[src/rtl/rta_pkg.sv]
// ----------------------------------------------------------------------------
// rta_pkg: shared types and constants of the request tag allocator
// Command, status and tag phase codes, and the fixed widths of the
// transaction fields.
// ----------------------------------------------------------------------------
package rta_pkg;

	localparam int TAGS_DEF    = 64;
	localparam int TAG_FIELD_W = 6;
	localparam int DEPTH_W     = 7;
	localparam int SEQ_W       = 64;

	typedef enum logic [1:0] {
		CMD_PUSH            = 2'd0,
		CMD_TAKE            = 2'd1,
		CMD_RELEASE         = 2'd2,
		CMD_RELEASE_PENDING = 2'd3
	} command_t;

	typedef enum logic [1:0] {
		ST_OK           = 2'd0,
		ST_NO_FREE      = 2'd1,
		ST_NONE_PENDING = 2'd2,
		ST_BAD_TAG      = 2'd3
	} status_t;

	typedef enum logic [1:0] {
		PH_FREE    = 2'd0,
		PH_PENDING = 2'd1,
		PH_TAKEN   = 2'd2
	} phase_t;

endpackage

[src/rtl/rta_if.sv]
// ----------------------------------------------------------------------------
// rta_if: channel interfaces of the request tag allocator
// Command channel and response channel, each with valid, ready and payload.
// ----------------------------------------------------------------------------
interface rta_req_if;
	logic                               valid;
	logic                               ready;
	rta_pkg::command_t                  command;
	logic [rta_pkg::TAG_FIELD_W-1:0]    tag;

	modport source (output valid, output command, output tag, input ready);
	modport sink   (input valid, input command, input tag, output ready);
endinterface

interface rta_rsp_if;
	logic                               valid;
	logic                               ready;
	rta_pkg::status_t                   status;
	logic [rta_pkg::TAG_FIELD_W-1:0]    result_tag;
	logic [rta_pkg::SEQ_W-1:0]          sequence_res;
	logic [rta_pkg::DEPTH_W-1:0]        depth;

	modport source (output valid, output status, output result_tag, output sequence_res,
		output depth, input ready);
	modport sink   (input valid, input status, input result_tag, input sequence_res,
		input depth, output ready);
endinterface

[src/rtl/request_tag_allocator.sv]
// ----------------------------------------------------------------------------
// request_tag_allocator: tag pool with a pending queue
// Free tags sit in a ring memory; pending tags form a doubly linked list held
// in a per-tag memory together with each tag's phase.
// ----------------------------------------------------------------------------
//
//  channel | role | payload                                       | handshake
//  --------+------+-----------------------------------------------+-----------
//  req     | sink | command, tag                                  | valid/ready
//  rsp     | src  | status, result_tag, sequence_res, depth       | valid/ready
//
// One transaction at a time; the single write port of the tag memory splits
// each into steps. Push writes the new entry, links it behind the tail if the
// pending list holds a tag; take marks the head taken; release checks the
// phase and frees the tag; pending release also mends the neighbours' links.
// Errors other than a wrong phase go straight to the finishing step. After
// reset a clearing pass seeds both memories; req.ready stays low meanwhile.
// A response waiting on rsp.ready blocks no accept, only the next finishing step.
// ----------------------------------------------------------------------------
module request_tag_allocator #(
	parameter int TAGS = rta_pkg::TAGS_DEF
) (
	input  logic      clk,
	input  logic      arst_n,
	rta_req_if.sink   req,
	rta_rsp_if.source rsp
);

	localparam int TAG_W = $clog2(TAGS);
	localparam int CNT_W = $clog2(TAGS + 1);
	localparam int TF_W  = rta_pkg::TAG_FIELD_W;
	localparam int DP_W  = rta_pkg::DEPTH_W;
	localparam int SQ_W  = rta_pkg::SEQ_W;

	typedef enum logic [3:0] {
		S_INIT,
		S_IDLE,
		S_PUSH_WR,
		S_PUSH_LINK,
		S_TAKE_WR,
		S_CHECK,
		S_FIX_NEXT,
		S_FIX_PREV,
		S_DONE
	} state_t;

	typedef struct packed {
		rta_pkg::phase_t    phase;
		logic [TAG_W-1:0]   nxt;
		logic [TAG_W-1:0]   prv;
	} entry_t;

	typedef struct packed {
		logic phase;
		logic nxt;
		logic prv;
	} wmask_t;

	// memories
	entry_t             tag_mem [TAGS];
	logic [TAG_W-1:0]   free_ring [TAGS];

	entry_t             ent_rd_s1;
	logic [TAG_W-1:0]   ring_rd_s1;

	// control and pointers
	state_t             state_q;
	logic [TAG_W-1:0]   init_idx_q;
	rta_pkg::command_t  cmd_q;
	logic [TAG_W-1:0]   tag_q;
	logic [TAG_W-1:0]   free_head_q;
	logic [CNT_W-1:0]   free_count_q;
	logic [TAG_W-1:0]   pend_head_q;
	logic [TAG_W-1:0]   pend_tail_q;
	logic [CNT_W-1:0]   pend_count_q;
	logic [SQ_W-1:0]    next_seq_q;
	logic [TAG_W-1:0]   p_q;
	logic [TAG_W-1:0]   n_q;
	logic               fix_next_q;
	logic               fix_prev_q;

	// staged response and output register
	rta_pkg::status_t   res_status_q;
	logic [TF_W-1:0]    res_tag_q;
	logic [SQ_W-1:0]    res_seq_q;
	logic               rsp_valid_q;
	rta_pkg::status_t   rsp_status_q;
	logic [TF_W-1:0]    rsp_tag_q;
	logic [SQ_W-1:0]    rsp_seq_q;
	logic [DP_W-1:0]    rsp_depth_q;

	// combinational
	logic [TAG_W-1:0]   req_idx;
	logic               req_in_range;
	logic [TAG_W-1:0]   tm_raddr;
	logic               tm_we;
	logic [TAG_W-1:0]   tm_waddr;
	entry_t             tm_wdata;
	wmask_t             tm_wmask;
	logic               fr_we;
	logic [TAG_W-1:0]   fr_waddr;
	logic [TAG_W-1:0]   fr_wdata;
	logic [CNT_W:0]     slot_sum;
	logic [TAG_W-1:0]   free_slot;
	logic [TAG_W-1:0]   free_head_nx;
	logic               release_ok;
	logic               out_free;

	assign req_idx      = TAG_W'(req.tag);
	assign req_in_range = 32'(req.tag) < TAGS;
	assign tm_raddr     = (req.command == rta_pkg::CMD_TAKE) ? pend_head_q : req_idx;

	assign slot_sum     = (CNT_W+1)'(free_head_q) + (CNT_W+1)'(free_count_q);
	assign free_slot    = (slot_sum >= (CNT_W+1)'(TAGS)) ?
		TAG_W'(slot_sum - (CNT_W+1)'(TAGS)) : TAG_W'(slot_sum);
	assign free_head_nx = (free_head_q == TAG_W'(TAGS - 1)) ? '0 : free_head_q + 1'b1;

	assign release_ok =
		((cmd_q == rta_pkg::CMD_RELEASE) && (ent_rd_s1.phase == rta_pkg::PH_TAKEN)) ||
		((cmd_q == rta_pkg::CMD_RELEASE_PENDING) && (ent_rd_s1.phase == rta_pkg::PH_PENDING));

	assign out_free = !rsp_valid_q || rsp.ready;

	// write port steering for both memories
	always_comb begin
		tm_we    = 1'b0;
		tm_waddr = tag_q;
		tm_wdata = '0;
		tm_wmask = '0;
		fr_we    = 1'b0;
		fr_waddr = free_slot;
		fr_wdata = tag_q;
		unique case (state_q)
			S_INIT: begin
				tm_we          = 1'b1;
				tm_waddr       = init_idx_q;
				tm_wdata.phase = rta_pkg::PH_FREE;
				tm_wmask       = '1;
				fr_we          = 1'b1;
				fr_waddr       = init_idx_q;
				fr_wdata       = init_idx_q;
			end
			S_PUSH_WR: begin
				tm_we          = 1'b1;
				tm_waddr       = ring_rd_s1;
				tm_wdata.phase = rta_pkg::PH_PENDING;
				tm_wdata.prv   = pend_tail_q;
				tm_wmask.phase = 1'b1;
				tm_wmask.prv   = 1'b1;
			end
			S_PUSH_LINK: begin
				tm_we          = 1'b1;
				tm_waddr       = pend_tail_q;
				tm_wdata.nxt   = tag_q;
				tm_wmask.nxt   = 1'b1;
			end
			S_TAKE_WR: begin
				tm_we          = 1'b1;
				tm_wdata.phase = rta_pkg::PH_TAKEN;
				tm_wmask.phase = 1'b1;
			end
			S_CHECK: begin
				tm_we          = release_ok;
				tm_wdata.phase = rta_pkg::PH_FREE;
				tm_wmask.phase = 1'b1;
				fr_we          = release_ok;
			end
			S_FIX_NEXT: begin
				tm_we          = fix_next_q;
				tm_waddr       = p_q;
				tm_wdata.nxt   = n_q;
				tm_wmask.nxt   = 1'b1;
			end
			S_FIX_PREV: begin
				tm_we          = fix_prev_q;
				tm_waddr       = n_q;
				tm_wdata.prv   = p_q;
				tm_wmask.prv   = 1'b1;
			end
			default: begin
			end
		endcase
	end

	always_ff @(posedge clk) begin
		if (tm_we) begin
			if (tm_wmask.phase) tag_mem[tm_waddr].phase <= tm_wdata.phase;
			if (tm_wmask.nxt)   tag_mem[tm_waddr].nxt   <= tm_wdata.nxt;
			if (tm_wmask.prv)   tag_mem[tm_waddr].prv   <= tm_wdata.prv;
		end
		ent_rd_s1 <= tag_mem[tm_raddr];
	end

	always_ff @(posedge clk) begin
		if (fr_we) begin
			free_ring[fr_waddr] <= fr_wdata;
		end
		ring_rd_s1 <= free_ring[free_head_q];
	end

	always_ff @(posedge clk or negedge arst_n) begin
		if (!arst_n) begin
			state_q      <= S_INIT;
			init_idx_q   <= '0;
			cmd_q        <= rta_pkg::CMD_PUSH;
			tag_q        <= '0;
			free_head_q  <= '0;
			free_count_q <= CNT_W'(TAGS);
			pend_head_q  <= '0;
			pend_tail_q  <= '0;
			pend_count_q <= '0;
			next_seq_q   <= '0;
			p_q          <= '0;
			n_q          <= '0;
			fix_next_q   <= 1'b0;
			fix_prev_q   <= 1'b0;
			res_status_q <= rta_pkg::ST_OK;
			res_tag_q    <= '0;
			res_seq_q    <= '0;
			rsp_valid_q  <= 1'b0;
			rsp_status_q <= rta_pkg::ST_OK;
			rsp_tag_q    <= '0;
			rsp_seq_q    <= '0;
			rsp_depth_q  <= '0;
		end else begin
			// the finishing step reloads the output register itself
			if (rsp.ready && (state_q != S_DONE)) begin
				rsp_valid_q <= 1'b0;
			end
			unique case (state_q)
				S_INIT: begin
					init_idx_q <= init_idx_q + 1'b1;
					if (init_idx_q == TAG_W'(TAGS - 1)) begin
						state_q <= S_IDLE;
					end
				end
				S_IDLE: begin
					if (req.valid) begin
						cmd_q        <= req.command;
						tag_q        <= req_idx;
						res_status_q <= rta_pkg::ST_OK;
						res_tag_q    <= '0;
						res_seq_q    <= '0;
						unique case (req.command)
							rta_pkg::CMD_PUSH: begin
								if (free_count_q == '0) begin
									res_status_q <= rta_pkg::ST_NO_FREE;
									state_q      <= S_DONE;
								end else begin
									state_q <= S_PUSH_WR;
								end
							end
							rta_pkg::CMD_TAKE: begin
								tag_q <= pend_head_q;
								if (pend_count_q == '0) begin
									res_status_q <= rta_pkg::ST_NONE_PENDING;
									state_q      <= S_DONE;
								end else begin
									state_q <= S_TAKE_WR;
								end
							end
							rta_pkg::CMD_RELEASE, rta_pkg::CMD_RELEASE_PENDING: begin
								if (!req_in_range) begin
									res_status_q <= rta_pkg::ST_BAD_TAG;
									state_q      <= S_DONE;
								end else begin
									state_q <= S_CHECK;
								end
							end
						endcase
					end
				end
				S_PUSH_WR: begin
					tag_q        <= ring_rd_s1;
					res_tag_q    <= TF_W'(ring_rd_s1);
					res_seq_q    <= next_seq_q;
					next_seq_q   <= next_seq_q + 1'b1;
					free_head_q  <= free_head_nx;
					free_count_q <= free_count_q - 1'b1;
					if (pend_count_q == '0) begin
						pend_head_q  <= ring_rd_s1;
						pend_tail_q  <= ring_rd_s1;
						pend_count_q <= pend_count_q + 1'b1;
						state_q      <= S_DONE;
					end else begin
						state_q <= S_PUSH_LINK;
					end
				end
				S_PUSH_LINK: begin
					pend_tail_q  <= tag_q;
					pend_count_q <= pend_count_q + 1'b1;
					state_q      <= S_DONE;
				end
				S_TAKE_WR: begin
					res_tag_q    <= TF_W'(tag_q);
					pend_count_q <= pend_count_q - 1'b1;
					// last one out: list pointers return to zero
					if (pend_count_q == CNT_W'(1)) begin
						pend_head_q <= '0;
						pend_tail_q <= '0;
					end else begin
						pend_head_q <= ent_rd_s1.nxt;
					end
					state_q <= S_DONE;
				end
				S_CHECK: begin
					if (!release_ok) begin
						res_status_q <= rta_pkg::ST_BAD_TAG;
						state_q      <= S_DONE;
					end else begin
						free_count_q <= free_count_q + 1'b1;
						if (cmd_q == rta_pkg::CMD_RELEASE_PENDING) begin
							p_q          <= ent_rd_s1.prv;
							n_q          <= ent_rd_s1.nxt;
							fix_next_q   <= (tag_q != pend_head_q);
							fix_prev_q   <= (tag_q != pend_tail_q);
							pend_count_q <= pend_count_q - 1'b1;
							if (pend_count_q == CNT_W'(1)) begin
								pend_head_q <= '0;
								pend_tail_q <= '0;
							end else begin
								if (tag_q == pend_head_q) pend_head_q <= ent_rd_s1.nxt;
								if (tag_q == pend_tail_q) pend_tail_q <= ent_rd_s1.prv;
							end
							state_q <= S_FIX_NEXT;
						end else begin
							state_q <= S_DONE;
						end
					end
				end
				S_FIX_NEXT: begin
					state_q <= S_FIX_PREV;
				end
				S_FIX_PREV: begin
					state_q <= S_DONE;
				end
				S_DONE: begin
					// hold until the output register is free
					if (out_free) begin
						rsp_valid_q  <= 1'b1;
						rsp_status_q <= res_status_q;
						rsp_tag_q    <= res_tag_q;
						rsp_seq_q    <= res_seq_q;
						rsp_depth_q  <= DP_W'(CNT_W'(TAGS) - free_count_q);
						state_q      <= S_IDLE;
					end
				end
				default: begin
					state_q <= S_IDLE;
				end
			endcase
		end
	end

	assign req.ready        = (state_q == S_IDLE);
	assign rsp.valid        = rsp_valid_q;
	assign rsp.status       = rsp_status_q;
	assign rsp.result_tag   = rsp_tag_q;
	assign rsp.sequence_res = rsp_seq_q;
	assign rsp.depth        = rsp_depth_q;

`ifndef SYNTH
	a_counts_fit: assert property (@(posedge clk) disable iff (!arst_n)
		(32'(free_count_q) + 32'(pend_count_q)) <= TAGS)
		else $error("free and pending counts exceed the pool");

	a_empty_list_zero: assert property (@(posedge clk) disable iff (!arst_n)
		(pend_count_q == '0) |-> ((pend_head_q == '0) && (pend_tail_q == '0)))
		else $error("empty pending list with non-zero pointers");

	a_seq_step: assert property (@(posedge clk) disable iff (!arst_n)
		(next_seq_q != $past(next_seq_q)) |-> (next_seq_q == $past(next_seq_q) + 1'b1))
		else $error("sequence number moved by other than one");

	a_seq_on_push_only: assert property (@(posedge clk) disable iff (!arst_n)
		(next_seq_q != $past(next_seq_q)) |-> ($past(state_q) == S_PUSH_WR))
		else $error("sequence number advanced outside a push");
`endif

endmodule
[src/flat_wrapper.sv]
// flat-port wrapper written by rule: the top's interface ports become plain ports
module request_tag_allocator_flat 
#(
	parameter int TAGS = rta_pkg::TAGS_DEF
)
  (clk, arst_n, req_valid, req_command, req_tag, req_ready, rsp_valid, rsp_status, rsp_result_tag, rsp_sequence_res, rsp_depth, rsp_ready);
  rta_req_if req_i ();
  rta_rsp_if rsp_i ();
  input  logic clk;
  input  logic arst_n;
  input wire logic [$bits(req_i.valid)-1:0] req_valid;
  input wire logic [$bits(req_i.command)-1:0] req_command;
  input wire logic [$bits(req_i.tag)-1:0] req_tag;
  output wire logic [$bits(req_i.ready)-1:0] req_ready;
  output wire logic [$bits(rsp_i.valid)-1:0] rsp_valid;
  output wire logic [$bits(rsp_i.status)-1:0] rsp_status;
  output wire logic [$bits(rsp_i.result_tag)-1:0] rsp_result_tag;
  output wire logic [$bits(rsp_i.sequence_res)-1:0] rsp_sequence_res;
  output wire logic [$bits(rsp_i.depth)-1:0] rsp_depth;
  input wire logic [$bits(rsp_i.ready)-1:0] rsp_ready;
  assign req_i.valid = req_valid;
  assign req_i.command = req_command;
  assign req_i.tag = req_tag;
  assign req_ready = req_i.ready;
  assign rsp_valid = rsp_i.valid;
  assign rsp_status = rsp_i.status;
  assign rsp_result_tag = rsp_i.result_tag;
  assign rsp_sequence_res = rsp_i.sequence_res;
  assign rsp_depth = rsp_i.depth;
  assign rsp_i.ready = rsp_ready;
  request_tag_allocator #(.TAGS(TAGS)) u_core (.clk(clk), .arst_n(arst_n), .req(req_i), .rsp(rsp_i));
endmodule
[config.mk]
export PLATFORM = sky130hd
export DESIGN_NAME = request_tag_allocator_flat
export DESIGN_NICKNAME = d
export VERILOG_FILES = /design/src/rtl/rta_pkg.sv /design/src/rtl/rta_if.sv /design/src/rtl/request_tag_allocator.sv /design/src/flat_wrapper.sv
export SDC_FILE = /design/constraint.sdc
export NUM_CORES = 2
export LEC_CHECK = 0
export BUFFER_PORTS_ARGS = -buffer_cell sky130_fd_sc_hd__buf_2
export CORE_AREA = 2 2 438 440
export CTS_CLUSTER_DIAMETER = 60
export DETAILED_ROUTE_END_ITERATION = 16
export DIE_AREA = 0 0 440 442
export RECOVER_POWER = 25
export SLEW_MARGIN = 20
export SYNTH_ARGS = -nofsm -noshare
export SYNTH_HDL_FRONTEND = slang
export SYNTH_SLANG_ARGS = --single-unit
[constraint.sdc]
create_clock -name clk -period 5.8 [get_ports clk]
set_input_delay 1.45 -clock clk [delete_from_list [all_inputs] [get_ports clk]]
set_output_delay 1.45 -clock clk [all_outputs]
set_load 0.01 [all_outputs]
Word level (Yosys, flattened, before mapping)
Memories as Yosys holds them, arrays and structs flattened. A register that Yosys moved wholly into a read port is not among the register bits.
Cells that the tools add are included.
- register bits: 280
- memory bits (writable): 1280
- input bits: 12
- output and inout port bits: 81
- word-level logic and storage cells: 170
- memories: 2
- add/sub/neg operators: 10
- order comparisons: 1
- eq/ne operators: 33
- multiplexer cells: 69
- reductions and logical operators: 33
- memories (memory ; words ; bits a word ; rd ports ; clocked after memory_dff ; wr ports ; RTL line ; source):
    u_core.tag_mem ; 64 ; 14 ; 1 ; 1 ; 1 ; request_tag_allocator.sv:60 ; entry_t tag_mem [TAGS];
    u_core.free_ring ; 64 ; 6 ; 1 ; 1 ; 1 ; request_tag_allocator.sv:61 ; logic [TAG_W-1:0] free_ring [TAGS];
- operator list (cell ; count):
    one-hot mux 64 bit (2 select lines) ; 1
    2-to-1 mux 6 bit ; 18
    adder 64 x 1 -> 64 bit, second input constant ; 1
    2-to-1 mux 64 bit ; 1
    one-hot mux 6 bit (2 select lines) ; 3
    one-hot mux 6 bit (3 select lines) ; 2
    2-to-1 mux 4 bit ; 8
    one-hot mux 6 bit (5 select lines) ; 1
    2-to-1 mux 7 bit ; 4
    one-hot mux 4 bit (7 select lines) ; 1
    one-hot mux 7 bit (4 select lines) ; 1
    one-hot mux 6 bit (4 select lines) ; 1
    2-to-1 mux 1 bit ; 18
    equality test 4 x 3 -> 1 bit, second input constant ; 4
    adder 7 x 1 -> 7 bit, second input constant ; 2
    logical NOT 7 bit ; 2
    one-hot mux 7 bit (2 select lines) ; 1
    subtractor 7 x 1 -> 7 bit, second input constant ; 2
    adder 6 x 1 -> 6 bit, second input constant ; 2
    equality test 6 bit ; 2
    equality test 6 bit, second input constant ; 2
    != test 2 x 1 -> 1 bit, second input constant ; 6
    != test 6 bit ; 2
    one-hot mux 4 bit (3 select lines) ; 1
    other kinds (34) ; 60

Longest topological paths before layout
- word-level depth: 6
- gate-level depth with buffers: 11
- gate-level depth less buffers: 9

Worst setup path before layout
No wires, ideal clock.
- kind: flip-flop to flip-flop
- from: register u_core.state_q[0]
- to: memory u_core.tag_mem[0][0] (netlist bit), data pin
- setup time: 702 ps
- arrival: 4010 ps
- data required time: 5098 ps
- path slack: 1088 ps
- cell stages (with the launch flop): 6
- buffers on the path: 3
- period minus slack after synthesis: 4712 ps
- cell sequence: dfrtp_1 -> or4b_1 -> buf_2 -> clkbuf_1 -> clkbuf_1 -> o21ai_0
- RTL lines (what ; RTL line ; source):
    start: declaration ; request_tag_allocator.sv:67 ; state_t state_q;
    start signal: assignment ; request_tag_allocator.sv:203 ; state_q <= S_INIT;
    start signal: assignment ; request_tag_allocator.sv:234 ; state_q <= S_IDLE;
    start signal: assignment ; request_tag_allocator.sv:248 ; state_q <= S_DONE;
    end: declaration ; request_tag_allocator.sv:60 ;

Worst setup path in the final report
- from: register u_core.state_q[1]
- to: memory u_core.free_ring[17][0] (netlist bit), data pin
- cells in the longest elaborated chain, start to end: 2
- RTL lines (what ; RTL line ; source):
    logical NOT 4 bit ; request_tag_allocator.sv:133 ; unique case (state_q)
    2-to-1 mux 6 bit ; request_tag_allocator.sv:133 ;
    net u_core.fr_wdata[0] ; request_tag_allocator.sv:102 ; logic [TAG_W-1:0] fr_wdata;
    end: declaration ; request_tag_allocator.sv:61 ;
The timed path passes the listed nets, and every way through them passes these cells.

==> results.md <==
* Area Growth Syn to Fin at 13.3%
* Crit Path Max Fanout at 64
* Routed wire per std cell at 23.6 µm
* Leading register cell type out of synthesis: edfxtp_1
* Critical-path cell list: nor4_1 -> nand2_1 -> nand2_2 -> clkbuf_1
* Synth unique cells at 85
* Critical path's slowest cell: clkbuf_1
* Final Wtd Congestion at 0.897
* Pins Over Slew Limit at 552
* CP Data Required Time at 5.97 ns
* Synth warnings at 0
* Initial antenna violation count at 7
* Critical Path AT at 4.91 ns
* Dominant cells by area after synthesis: edfxtp_1 (58%), dfrtp_1 (11%), mux4_2 (7.9%)
* Internal at 21.7 mW
* Psw at 9.87 mW
* Worst-Skew Late Latency at 0.81 ns
* Root buf cell: clkbuf_16
* Placement Cell Area at 69600 µm²
* Net Sw Frac at 31.2%
* PwrDens at 423 nW/µm²
* Pre-antenna DRT Iters at 8
* Share of cells above drive strength 1 at 19.3%
* Violated checks: max-capacitance violations, max-slew violations
* # rows at 160
* Register area at 45900 µm²
* Sequential Power Share at 46.4%
* Leakage at 26.8 nW
* Max H-tree Level at 4
* Vias at 37500
* Synth Instances at 4230
* Crit Path Class: reg2reg
* Syn Nets at 4261
* Number of CTS-inserted buffers at 165
* Min Tclk post-route at 4.74 ns
* Clock sink total at 1580
* Post-route cell area at 74800 µm²
* Avg Synthesized Cell Area at 15.6 µm²
* Synth Register Bits at 1580
* Clock slew at reported path FFs at 0.06 ns
* Initial Utilization at 34.8%
* Max-cap violations at 8
* Worst min-delay path category: reg2reg
* RSZ-0062 raised after global routing: no
* Post-CTS setup buffers at 0
* Wire length of the first global-routing pass at 248 mm
* Post_cts resized at 0
* ANT nets after route at 0
* Endpoints failing setup at 0
* Setup TNS at 0 ns
* Post-synth top area share at 58.2%
* Die X at 440 µm
* Number of synthesized flops with an enable pin at 1280
* Total track usage at 16.7%
* Total die area at 194000 µm²
* CTS tree: yes
* Post-CTS Hold Buffers at 0
* Most common cell after layout, fill and taps aside: edfxtp_1
* IO Pins at 93
* Final net count at 4348
* Cell accounting for the most synthesized area: edfxtp_1
* Outcome: finished with violations
* Grt total ovfl at 0
* Cell Area, Synth at 66000 µm²
* Core ar. at 190000 µm²
* Synth async-reset ratio at 17.7%
* Max Clk Rate at 211 MHz
* Largest net degree at the start of global routing at 134
* Worst Skew at 0.0420 ns
* Hold_ws at 0.473 ns
* Most frequent cells in the layout: edfxtp_1 (1280), nor2_1 (404), dfrtp_1 (275), nand2_1 (243), mux4_2 (232)
* Final hold vios at 0
* DRC at 0
* Slew headroom at -169%
* Drt total wl at 164 mm
* Fillers at 17200
* Vias in the first global route at 38000
* Startpoint types: flop
* Comb power frac at 21.1%
* IO buf count at 92
* Die H at 442 µm
* Vias per Instance at 5.39
* Area of the multi-input gates at 18800 µm²
* CP endpoint kind: flop
* Initial drt markers at 3704
* Maximum vdd drop at 0.332 mV
* Clk pwr share at 32.5%
* Least-Margin Pin Slew at 4.03 ns
* HPWL Detailed at 105 mm
* Sequential cell area fraction in the yosys report at 69.4%
* CP max stage delay at 2.04 ns
* Longest Clk Path Bufs at 3
* Final period util at 81.7%
-- flip-flops by register name (all words and copies together), names as in the netlist, 7 cells and up --
register                 count
u_core.free_ring           384
u_core.tag_mem             896
u_core.next_seq_q           64
u_core.ent_rd_s1            14
u_core.rsp.depth             7
u_core.free_count_q          7
u_core.pend_count_q          7
u_core.rsp.sequence_res     64
u_core.res_seq_q            64
-- synth_stat cells (16+ instances only) --
cell         n
o21ai_0     84
xor2_1      30
nand4_1     35
dfrtp_1    279
nand2_1    247
ha_1        17
o22ai_1     44
dfxtp_1     20
mux2i_1    189
nand2b_1    16
clkbuf_1   168
a211oi_1   198
nor4_1      73
o32ai_1     29
buf_1       48
nor3_1      29
inv_1      137
mux2_2     148
mux4_2     232
xnor2_1     74
nor2b_1     74
edfxtp_1  1280
a21oi_1     31
nor2_1     404
nand3_1     89
buf_2       40
-- cell type report --
| cell class | count | area share, % |
|---|---|---|
| Antenna cell | 3 | 0.0100 |
| Clock buffer | 204 | 5.87 |
| Clock inverter | 91 | 1.14 |
| Inverter | 138 | 0.696 |
| Multi-Input combinational cell | 2248 | 25.1 |
| Sequential cell | 1580 | 61.3 |
| Tap cell | 2511 | 4.20 |
| Timing Repair Buffer | 184 | 1.67 |
-- per-layer routing --
metal  part of all wire, %  routed length [µm]  global-route usage [%]  up-vias
met5                     0                   0                       0        -
met4                   3.4                5540                    6.15        0
met3                   6.2               10200                    2.86      309
met2                    49               80000                    27.3     1304
met1                    42               68500                    22.4    19400
li1                      -                   -                       -    16500
-- power groups by stage --
stage               Sequential, mW  Combinational [mW]  Clock, mW
global route                  14.8                7.14       10.9
floorplan                     14.5                4.08          0
global placement              14.9                6.57          0
finish                        14.7                6.66       10.3
detailed placement            14.9                6.68          0
CTS                           14.7                6.70       10.5
-- critical path: cells and delay by family (launching register included) --
| kind | cells | cell delay [ns] |
|---|---|---|
| buffers and inverters | 1 | 2.04 |
| flip-flops | 1 | 0.60 |
| AND/OR/NAND/NOR | 3 | 1.37 |
-- stage by stage --
stage | setup WS (ns) | util (%) | power (mW) | std cells
floorplan | 1.09 | - | 18.6 | 4230
global placement | 1.11 | 36.7 | 21.5 | 6659
detailed placement | 1.08 | 36.7 | 21.6 | 6659
CTS | 1.36 | 39.5 | 31.9 | 6954
global route | 0.616 | 39.5 | 32.8 | 6958
finish | 1.06 | 39.5 | 31.6 | 6959
-- worst paths after layout --
check	from	end	slack, ns	depth (start not counted)
worst max-delay path	u_core.state_q[1]	u_core.free_ring[17][0]	1.06	4
worst min-delay path	u_core.next_seq_q[63]	u_core.next_seq_q[63]	0.47	1
worst max register to register	u_core.state_q[1]	u_core.free_ring[17][0]	1.06	4
worst min register to register	u_core.next_seq_q[63]	u_core.next_seq_q[63]	0.47	1
max in group asynchronous	arst_n	u_core.res_seq_q[60]	1.48	2
min in group asynchronous	arst_n	u_core.rsp.sequence_res[43]	2.05	1
-- kinds of logic (layout without fill, tap and decap cells) --
logic type | count (synthesis) | after routing | share of synthesized area [%]
AO/OA/AOI/OAI | 506 | 506 | 5.56
XOR/XNOR | 105 | 105 | 1.40
adder cells (fa/ha/maj) | 19 | 19 | 0.383
buffers and inverters | 402 | 617 | 2.41
flip-flops | 1580 | 1580 | 69.4
multiplexers | 569 | 569 | 13.3
other | 0 | 3 | 0
AND/OR/NAND/NOR | 1049 | 1049 | 7.49
Power figures use the tool's default switching activity.
